### config.mk
export PLATFORM = sky130hd
export DESIGN_NAME = stream_dedup_filter
export DESIGN_NICKNAME = d
export VERILOG_FILES = /design/src/hw/rtl/sdf_pkg.sv /design/src/hw/rtl/sdf_table.sv /design/src/hw/rtl/sdf_ctrl.sv /design/src/hw/rtl/stream_dedup_filter.sv
export SDC_FILE = /design/constraint.sdc
export NUM_CORES = 2
export LEC_CHECK = 0
export BUFFER_PORTS_ARGS = -buffer_cell sky130_fd_sc_hd__clkbuf_2
export CAP_MARGIN = 5
export CELL_PAD_IN_SITES_DETAIL_PLACEMENT = 1
export CELL_PAD_IN_SITES_GLOBAL_PLACEMENT = 1
export CORE_UTILIZATION = 55
export DETAILED_ROUTE_END_ITERATION = 10
export GPL_TIMING_DRIVEN = 1
export HOLD_SLACK_MARGIN = 0.08
export MAX_ROUTING_LAYER = met4
export PLACE_DENSITY_LB_ADDON = 0.15
export SYNTH_ARGS = -nofsm -noshare
export SYNTH_HDL_FRONTEND = slang
export SYNTH_SLANG_ARGS = --single-unit
### constraint.sdc
create_clock -name clk -period 4.7 [get_ports clk]
set_input_delay 0.705 -clock clk [delete_from_list [all_inputs] [get_ports clk]]
set_output_delay 0.705 -clock clk [all_outputs]
set_load 0.03 [all_outputs]
### src/hw/rtl/sdf_pkg.sv
`default_nettype none

package sdf_pkg;

    localparam int ELEM_W  = 32;
    localparam int SLOT_W  = 6;
    localparam int COUNT_W = 7;
    localparam int OUT_DATA_BITS = ELEM_W + SLOT_W + COUNT_W;
    localparam int TDATA_W = ((OUT_DATA_BITS + 7) / 8) * 8;
    localparam int TUSER_W = 2;

    typedef enum logic [2:0] {
        S_IDLE = 3'b001,
        S_SCAN = 3'b010,
        S_DONE = 3'b100
    } sdf_state_t;

    typedef struct packed {
        logic                last;
        logic                overflow;
        logic [COUNT_W-1:0]  unique_count;
        logic [SLOT_W-1:0]   slot;
        logic                kept;
        logic [ELEM_W-1:0]   element;
    } sdf_result_t;

endpackage

`default_nettype wire

### src/hw/rtl/sdf_table.sv
`default_nettype none

module sdf_table
    import sdf_pkg::*;
#(
    parameter int DEPTH = 64,
    parameter int KEY_W = 32,
    localparam int AW = (DEPTH > 1) ? $clog2(DEPTH) : 1
)
(
    input  wire logic             clk,
    input  wire logic             wr_en,
    input  wire logic [AW-1:0]    wr_addr,
    input  wire logic [KEY_W-1:0] wr_data,
    input  wire logic             rd_en,
    input  wire logic [AW-1:0]    rd_addr,
    output logic      [KEY_W-1:0] rd_data
);

    logic [KEY_W-1:0] mem [DEPTH];
    logic [KEY_W-1:0] rd_data_reg;

    always_ff @(posedge clk)
    begin
        if (wr_en)
        begin
            mem[wr_addr] <= wr_data;
        end
    end

    always_ff @(posedge clk)
    begin
        if (rd_en)
        begin
            rd_data_reg <= mem[rd_addr];
        end
    end

    assign rd_data = rd_data_reg;

endmodule

`default_nettype wire

### src/hw/rtl/sdf_ctrl.sv
`default_nettype none

module sdf_ctrl
    import sdf_pkg::*;
#(
    parameter int DEPTH = 64,
    parameter int KEY_W = 32,
    localparam int AW = (DEPTH > 1) ? $clog2(DEPTH) : 1,
    localparam int CW = $clog2(DEPTH + 1)
)
(
    input  wire logic              clk,
    input  wire logic              rst_n,
    input  wire logic              in_valid,
    output logic                   in_ready,
    input  wire logic [ELEM_W-1:0] in_elem,
    input  wire logic              in_last,
    input  wire logic              out_free,
    output logic                   res_valid,
    output sdf_result_t            res,
    output logic                   rd_en,
    output logic      [AW-1:0]     rd_addr,
    input  wire logic [KEY_W-1:0]  rd_data,
    output logic                   wr_en,
    output logic      [AW-1:0]     wr_addr,
    output logic      [KEY_W-1:0]  wr_data
);

    sdf_state_t        state_reg, state_next;
    logic [ELEM_W-1:0] elem_reg, elem_next;
    logic [KEY_W-1:0]  key_reg, key_next;
    logic              last_reg, last_next;
    logic [CW-1:0]     cnt_reg, cnt_next;
    logic [CW-1:0]     idx_reg, idx_next;
    logic              cmp_vld_reg, cmp_vld_next;
    logic [AW-1:0]     cmp_idx_reg, cmp_idx_next;
    logic              found_reg, found_next;
    logic [AW-1:0]     pos_reg, pos_next;

    logic              hit;
    logic              scan_end;
    logic              full;
    logic              keep;
    logic [CW-1:0]     new_cnt;

    // shared comparator: one stored unique per cycle against the held key
    assign hit      = cmp_vld_reg && (rd_data == key_reg);
    assign scan_end = cmp_vld_reg && (CW'(cmp_idx_reg) == cnt_reg - CW'(1));
    assign full     = (cnt_reg == CW'(DEPTH));
    assign keep     = !found_reg && !full;
    assign new_cnt  = keep ? cnt_reg + CW'(1) : cnt_reg;

    assign in_ready = (state_reg == S_IDLE);
    assign rd_en    = (state_reg == S_SCAN) && (idx_reg < cnt_reg);
    assign rd_addr  = idx_reg[AW-1:0];
    assign wr_en    = (state_reg == S_DONE) && out_free && keep;
    assign wr_addr  = cnt_reg[AW-1:0];
    assign wr_data  = key_reg;

    assign res_valid        = (state_reg == S_DONE) && out_free;
    assign res.element      = elem_reg;
    assign res.kept         = keep;
    assign res.slot         = found_reg ? SLOT_W'(pos_reg)
                            : (full ? '0 : SLOT_W'(cnt_reg));
    assign res.unique_count = COUNT_W'(new_cnt);
    assign res.overflow     = !found_reg && full;
    assign res.last         = last_reg;

    always_comb
    begin
        state_next   = state_reg;
        elem_next    = elem_reg;
        key_next     = key_reg;
        last_next    = last_reg;
        cnt_next     = cnt_reg;
        idx_next     = idx_reg;
        cmp_vld_next = 1'b0;
        cmp_idx_next = cmp_idx_reg;
        found_next   = found_reg;
        pos_next     = pos_reg;
        case (state_reg)
            S_IDLE:
            begin
                if (in_valid)
                begin
                    elem_next  = in_elem;
                    key_next   = in_elem[KEY_W-1:0];
                    last_next  = in_last;
                    idx_next   = '0;
                    found_next = 1'b0;
                    state_next = (cnt_reg == '0) ? S_DONE : S_SCAN;
                end
            end
            S_SCAN:
            begin
                if (rd_en)
                begin
                    idx_next     = idx_reg + CW'(1);
                    cmp_vld_next = 1'b1;
                    cmp_idx_next = idx_reg[AW-1:0];
                end
                if (hit)
                begin
                    found_next   = 1'b1;
                    pos_next     = cmp_idx_reg;
                    cmp_vld_next = 1'b0;
                    state_next   = S_DONE;
                end
                else if (scan_end)
                begin
                    cmp_vld_next = 1'b0;
                    state_next   = S_DONE;
                end
            end
            S_DONE:
            begin
                // hold until the output register can take the item
                if (out_free)
                begin
                    cnt_next   = last_reg ? '0 : new_cnt;
                    state_next = S_IDLE;
                end
            end
            default:
            begin
                state_next = S_IDLE;
            end
        endcase
    end

    always_ff @(posedge clk or negedge rst_n)
    begin
        if (!rst_n)
        begin
            state_reg   <= S_IDLE;
            cnt_reg     <= '0;
            cmp_vld_reg <= 1'b0;
        end
        else
        begin
            state_reg   <= state_next;
            cnt_reg     <= cnt_next;
            cmp_vld_reg <= cmp_vld_next;
        end
    end

    always_ff @(posedge clk)
    begin
        elem_reg    <= elem_next;
        key_reg     <= key_next;
        last_reg    <= last_next;
        idx_reg     <= idx_next;
        cmp_idx_reg <= cmp_idx_next;
        found_reg   <= found_next;
        pos_reg     <= pos_next;
    end

endmodule

`default_nettype wire

### src/hw/rtl/stream_dedup_filter.sv
// First-occurrence duplicate filter. Elements of a vector arrive one item at a
// time, the final one marked by tlast. Each element is compared against the
// uniques stored so far for the vector; a new value goes to the next slot and
// is flagged kept, a repeat is dropped and reports the slot of its first
// copy, and a new value that finds all DEPTH slots taken is flagged overflow.
// One shared comparator walks the table one stored entry per cycle, so the
// time an item takes grows with N, the unique count before it (at most DEPTH),
// and a match ends the walk early. The block takes one item at a time; a
// finished result waits in an output register while the next item is taken
// in. The table is forgotten after the tlast item. Only the low ELEM_WIDTH
// bits of an element are compared and stored.
`default_nettype none

module stream_dedup_filter
    import sdf_pkg::*;
#(
    parameter int DEPTH      = 64,
    parameter int ELEM_WIDTH = 32
)
(
    input  wire logic               clk,
    input  wire logic               rst_n,
    input  wire logic               s_axis_tvalid,
    output logic                    s_axis_tready,
    input  wire logic [ELEM_W-1:0]  s_axis_tdata,  // element[31:0]
    input  wire logic               s_axis_tlast,
    output logic                    m_axis_tvalid,
    input  wire logic               m_axis_tready,
    output logic      [TDATA_W-1:0] m_axis_tdata,  // element_out[31:0], slot[37:32],
                                                   // unique_count[44:38], zero pad
    output logic      [TUSER_W-1:0] m_axis_tuser,  // kept[0], overflow[1]
    output logic                    m_axis_tlast
);

    localparam int KEY_W = (ELEM_WIDTH < ELEM_W) ? ELEM_WIDTH : ELEM_W;
    localparam int AW    = (DEPTH > 1) ? $clog2(DEPTH) : 1;

    logic             out_free;
    logic             res_valid;
    sdf_result_t      res;
    logic             rd_en;
    logic [AW-1:0]    rd_addr;
    logic [KEY_W-1:0] rd_data;
    logic             wr_en;
    logic [AW-1:0]    wr_addr;
    logic [KEY_W-1:0] wr_data;

    logic             m_valid_reg, m_valid_next;
    sdf_result_t      m_res_reg, m_res_next;

    assign out_free = !m_valid_reg || m_axis_tready;

    sdf_ctrl #(
        .DEPTH (DEPTH),
        .KEY_W (KEY_W)
    ) u_ctrl (
        .clk       (clk),
        .rst_n     (rst_n),
        .in_valid  (s_axis_tvalid),
        .in_ready  (s_axis_tready),
        .in_elem   (s_axis_tdata),
        .in_last   (s_axis_tlast),
        .out_free  (out_free),
        .res_valid (res_valid),
        .res       (res),
        .rd_en     (rd_en),
        .rd_addr   (rd_addr),
        .rd_data   (rd_data),
        .wr_en     (wr_en),
        .wr_addr   (wr_addr),
        .wr_data   (wr_data)
    );

    sdf_table #(
        .DEPTH (DEPTH),
        .KEY_W (KEY_W)
    ) u_table (
        .clk     (clk),
        .wr_en   (wr_en),
        .wr_addr (wr_addr),
        .wr_data (wr_data),
        .rd_en   (rd_en),
        .rd_addr (rd_addr),
        .rd_data (rd_data)
    );

    always_comb
    begin
        m_valid_next = m_valid_reg;
        m_res_next   = m_res_reg;
        if (res_valid)
        begin
            m_valid_next = 1'b1;
            m_res_next   = res;
        end
        else if (m_axis_tready)
        begin
            m_valid_next = 1'b0;
        end
    end

    always_ff @(posedge clk or negedge rst_n)
    begin
        if (!rst_n)
        begin
            m_valid_reg <= 1'b0;
        end
        else
        begin
            m_valid_reg <= m_valid_next;
        end
    end

    always_ff @(posedge clk)
    begin
        m_res_reg <= m_res_next;
    end

    assign m_axis_tvalid = m_valid_reg;
    assign m_axis_tdata  = {(TDATA_W - OUT_DATA_BITS)'(0), m_res_reg.unique_count,
                            m_res_reg.slot, m_res_reg.element};
    assign m_axis_tuser  = {m_res_reg.overflow, m_res_reg.kept};
    assign m_axis_tlast  = m_res_reg.last;

    // a new result never lands on one still waiting
    a_no_overwrite: assert property (@(posedge clk) disable iff (!rst_n)
        res_valid |-> (!m_valid_reg || m_axis_tready))
        else $error("result overwrote a pending output item");

    // the block is not ready again in the cycle after it accepts an item
    a_busy_after_accept: assert property (@(posedge clk) disable iff (!rst_n)
        (s_axis_tvalid && s_axis_tready) |=> !s_axis_tready)
        else $error("block ready right after accepting an item");

    a_kept_not_ovf: assert property (@(posedge clk) disable iff (!rst_n)
        res_valid |-> !(res.kept && res.overflow))
        else $error("result both kept and overflow");

    a_ovf_count: assert property (@(posedge clk) disable iff (!rst_n)
        (res_valid && res.overflow) |-> (res.unique_count == COUNT_W'(DEPTH)))
        else $error("overflow with table not full");

endmodule

`default_nettype wire
==> metrics.md <==
| Metric | Value |
|---|---|
| Status | `finished clean` |
| Final period util | `0.916` |
| Pre-antenna DRT Iters | `6` |
| Type of the most critical hold path | `input pin to flip-flop` |
| Number of buffers created by CTS | `214` |
| Clock share of power | `0.334` |
| Synth top area cells | `edfxtp_1, mux4_2, mux2i_1` |
| Ys flop type | `edfxtp_1` |
| Largest net degree at the start of global routing | `86` |
| Switch Pwr | `14.5 mW` |
| Post-route cell area | `95400 um^2` |
| Max VDD drop | `0.410 mV` |
| Crit Path Category | `flip-flop to flip-flop` |
| CP max FO | `34` |
| Clk_skew | `0.0348 ns` |
| Initial Util | `0.556` |
| Core area | `150000 um^2` |
| CP Launch Type | `flip-flop` |
| DRC Markers | `0` |
| Int Pwr | `36.1 mW` |
| FP Rows | `142` |
| Largest reg by FF count | `u_table.mem` |
| Vias in the first global route | `43.5k` |
| Area leader, netlist | `edfxtp_1` |
| Area delta synth->final | `14.1%` |
| H-tree depth reported by CTS | `4` |
| Average cell area after synthesis | `22.4 um^2` |
| First-pass GRT wire length | `336000 um` |
| Switching share of power | `0.286` |
| Max_cap viols | `0` |
| RSZ-0062 raised after global routing | `no` |
| Top-count cell post-synth | `edfxtp_1` |
| CTS tree | `built` |
| Max reg flops | `2048` |
| Detail Route Antenna Nets | `0` |
| Top cell type's share of synthesized area | `0.784` |
| Final GP Congestion | `0.880` |
| Pwr/cell area | `531 nW/um^2` |
| Total Nets Final | `4147` |
| DIE HEIGHT | `392 um` |
| Min Tclk post-route | `4.30 ns` |
| I/O Buffers | `86` |
| Crit. End Element | `flip-flop` |
| Ys Warns | `0` |
| Syn Inst Count | `3727` |
| Critical Path RT | `5.24 ns` |
| Critical Path Start | `u_ctrl.idx_reg[0]$_SDFFCE_PN0P_` |
| Final wirelength | `242000 um` |
| Register-to-register setup slack | `0.40 ns` |
| Peak Freq | `232 MHz` |
| Synthesized cell area | `83600 um^2` |
| Reg2reg path depth | `7` |
| Worst Setup EP | `u_table.rd_data[7]$_DFFE_PN_` |
| Combinational share of power | `0.207` |
| Register area share after synthesis | `0.787` |
| Synth unique cells | `53` |
| Reg2Reg Launch Point | `u_ctrl.idx_reg[0]$_SDFFCE_PN0P_` |
| Layout cells sized above 1 | `0.278` |
| Clk Latency, worst-skew pair | `0.85 ns` |
| Sequential share of power | `0.459` |
| FFs w/ async S/R, synth | `0.00547` |
| Leak | `30.2 nW` |
| Root buf cell | `clkbuf_16` |
| Post-synth top cells | `edfxtp_1, mux4_2, mux2i_1` |
| Dpl hpwl | `141000 um` |
| Fin. Hold Viols | `0` |
| Global route overflow | `0` |
| Drt wl/cell | `38.3 um` |
| CTS sink cnt | `2193` |
| Die area | `154000 um^2` |
| Overall power | `50.6 mW` |
| Least-Margin Pin Slew | `1.43 ns` |
| Dpl ws | `0.567 ns` |
| Max Slew Vio Count | `0` |
| DR vias | `42.6k` |
| R2R Path End | `u_table.rd_data[7]$_DFFE_PN_` |
| Count of final setup violators | `0` |
| Post-synth EDFFs | `2181` |
| Clk slew on worst S/H paths | `0.06 ns` |
| # IOs | `90` |
| Placed instance area | `88100 um^2` |
| Final setup margin | `0.395 ns` |
| Total track usage | `0.330` |
| Initial antenna violation count | `7` |
| Rel. slew slack | `0.0427` |
| Iter 0 DRT Violations | `5974` |
| Clock Path Buffers | `3` |
| Vias per cell | `6.76` |
| #FFs+latches synth | `2193` |
| DIE WIDTH | `392 um` |
| Setup_tns | `0 ns` |
| Worst Path Arrival | `4.84 ns` |
critical path, cell delays in order, from the launching register on:
cell and delay [ns]:
edfxtp_1 0.90, buf_12 0.36, buf_4 0.28, mux4_2 0.52, mux2i_1 0.25, a21oi_1 0.25
a211oi_1 1.20, nand2_1 0.13
cell families (layout without fill, tap and decap cells):
family / count (synthesis) / in the layout / share of synthesized area
xor+xnor: 50 / 50 / 0.00524
simple gates: 255 / 255 / 0.0133
compound gates: 347 / 347 / 0.0289
other cells: 1 / 7 / 0.0000449
fa+ha+maj: 10 / 10 / 0.00150
buf+inv: 214 / 772 / 0.0132
flops: 2193 / 2193 / 0.787
mux: 657 / 657 / 0.151
layer usage:
metal | vias up | wire [um] | global-route usage
li1 | 16600 | - | -
met5 | - | 0 | -
met1 | 23100 | 94400 | 0.452
met2 | 2507 | 116000 | 0.506
met4 | 0 | 8510 | 0.108
met3 | 390 | 23300 | 0.0612
layout make-up:
| type | instances | area [um^2] |
|---|---|---|
| antenna | 4 | 10.0 |
| clock buffer | 260 | 5690 |
| clock inverter | 143 | 1180 |
| fill | 12100 | 55000 |
| inverter | 15 | 63.8 |
| multi-input combinational | 1322 | 17200 |
| sequential | 2193 | 65800 |
| tap | 2016 | 2520 |
| timing repair buffer | 354 | 2910 |
power groups by stage:
stage | sequential (mW) | combinational, mW | clock (mW)
6_report | 23.2 | 10.5 | 16.9
4_1_cts | 23.2 | 10.4 | 17.0
2_1_floorplan | 24.1 | 5.43 | 0
3_5_place_dp | 23.6 | 10.3 | 0
5_1_grt | 23.2 | 10.9 | 17.7
3_3_place_gp | 23.6 | 10.0 | 0
worst min-delay path by stage:
stage                                    start                     endpoint  depth (start not counted)
2_1_floorplan                            rst_n    m_axis_tvalid$_DFFE_PN0P_                          0
3_5_place_dp   u_ctrl.cmp_idx_reg[0]$_DFFE_PP_  u_ctrl.pos_reg[0]$_DFFE_PP_                          0
4_1_cts                          m_axis_tready    m_axis_tvalid$_DFFE_PN0P_                          3
5_1_grt                          m_axis_tready    m_axis_tvalid$_DFFE_PN0P_                          3
6_report                         m_axis_tready    m_axis_tvalid$_DFFE_PN0P_                          3
3_3_place_gp   u_ctrl.cmp_idx_reg[0]$_DFFE_PP_  u_ctrl.pos_reg[0]$_DFFE_PP_                          0
per-stage QoR:
step	instances	utilization	hold slack [ns]
floorplan	3729	-	0.409
global placement	5864	0.586	0.472
detailed placement	5865	0.586	0.466
CTS	6302	0.634	0.163
global route	6306	0.634	0.216
finish	6307	0.634	0.213
repair_timing:
action	CTS	global route
hold buffers	34	0
setup buffers	0	0
endpoints found under the hold margin	45	0
resized for setup	0	0
setup endpoints to repair	0	0
cells in the final DEF (no fill, tap or decap), types with 11 or more instances in the layout:
cell	instances
edfxtp_1	2181
mux4_2	480
clkbuf_16	220
buf_4	204
mux2i_1	171
clkbuf_2	86
o221ai_1	74
nand2_1	72
a21oi_1	69
o21ai_0	65
nor2_4	64
clkinv_1	61
clkinv_2	50
xnor2_1	40
clkbuf_1	37
nor2_1	36
a221oi_1	35
dlygate4sd3_1	34
a22oi_1	30
buf_12	29
nand3_1	28
a211oi_1	20
o22ai_1	18
bufinv_16	18
nor3_1	13
nand4_1	13
dfrtp_1	11
(Power assumes the default switching activity.)
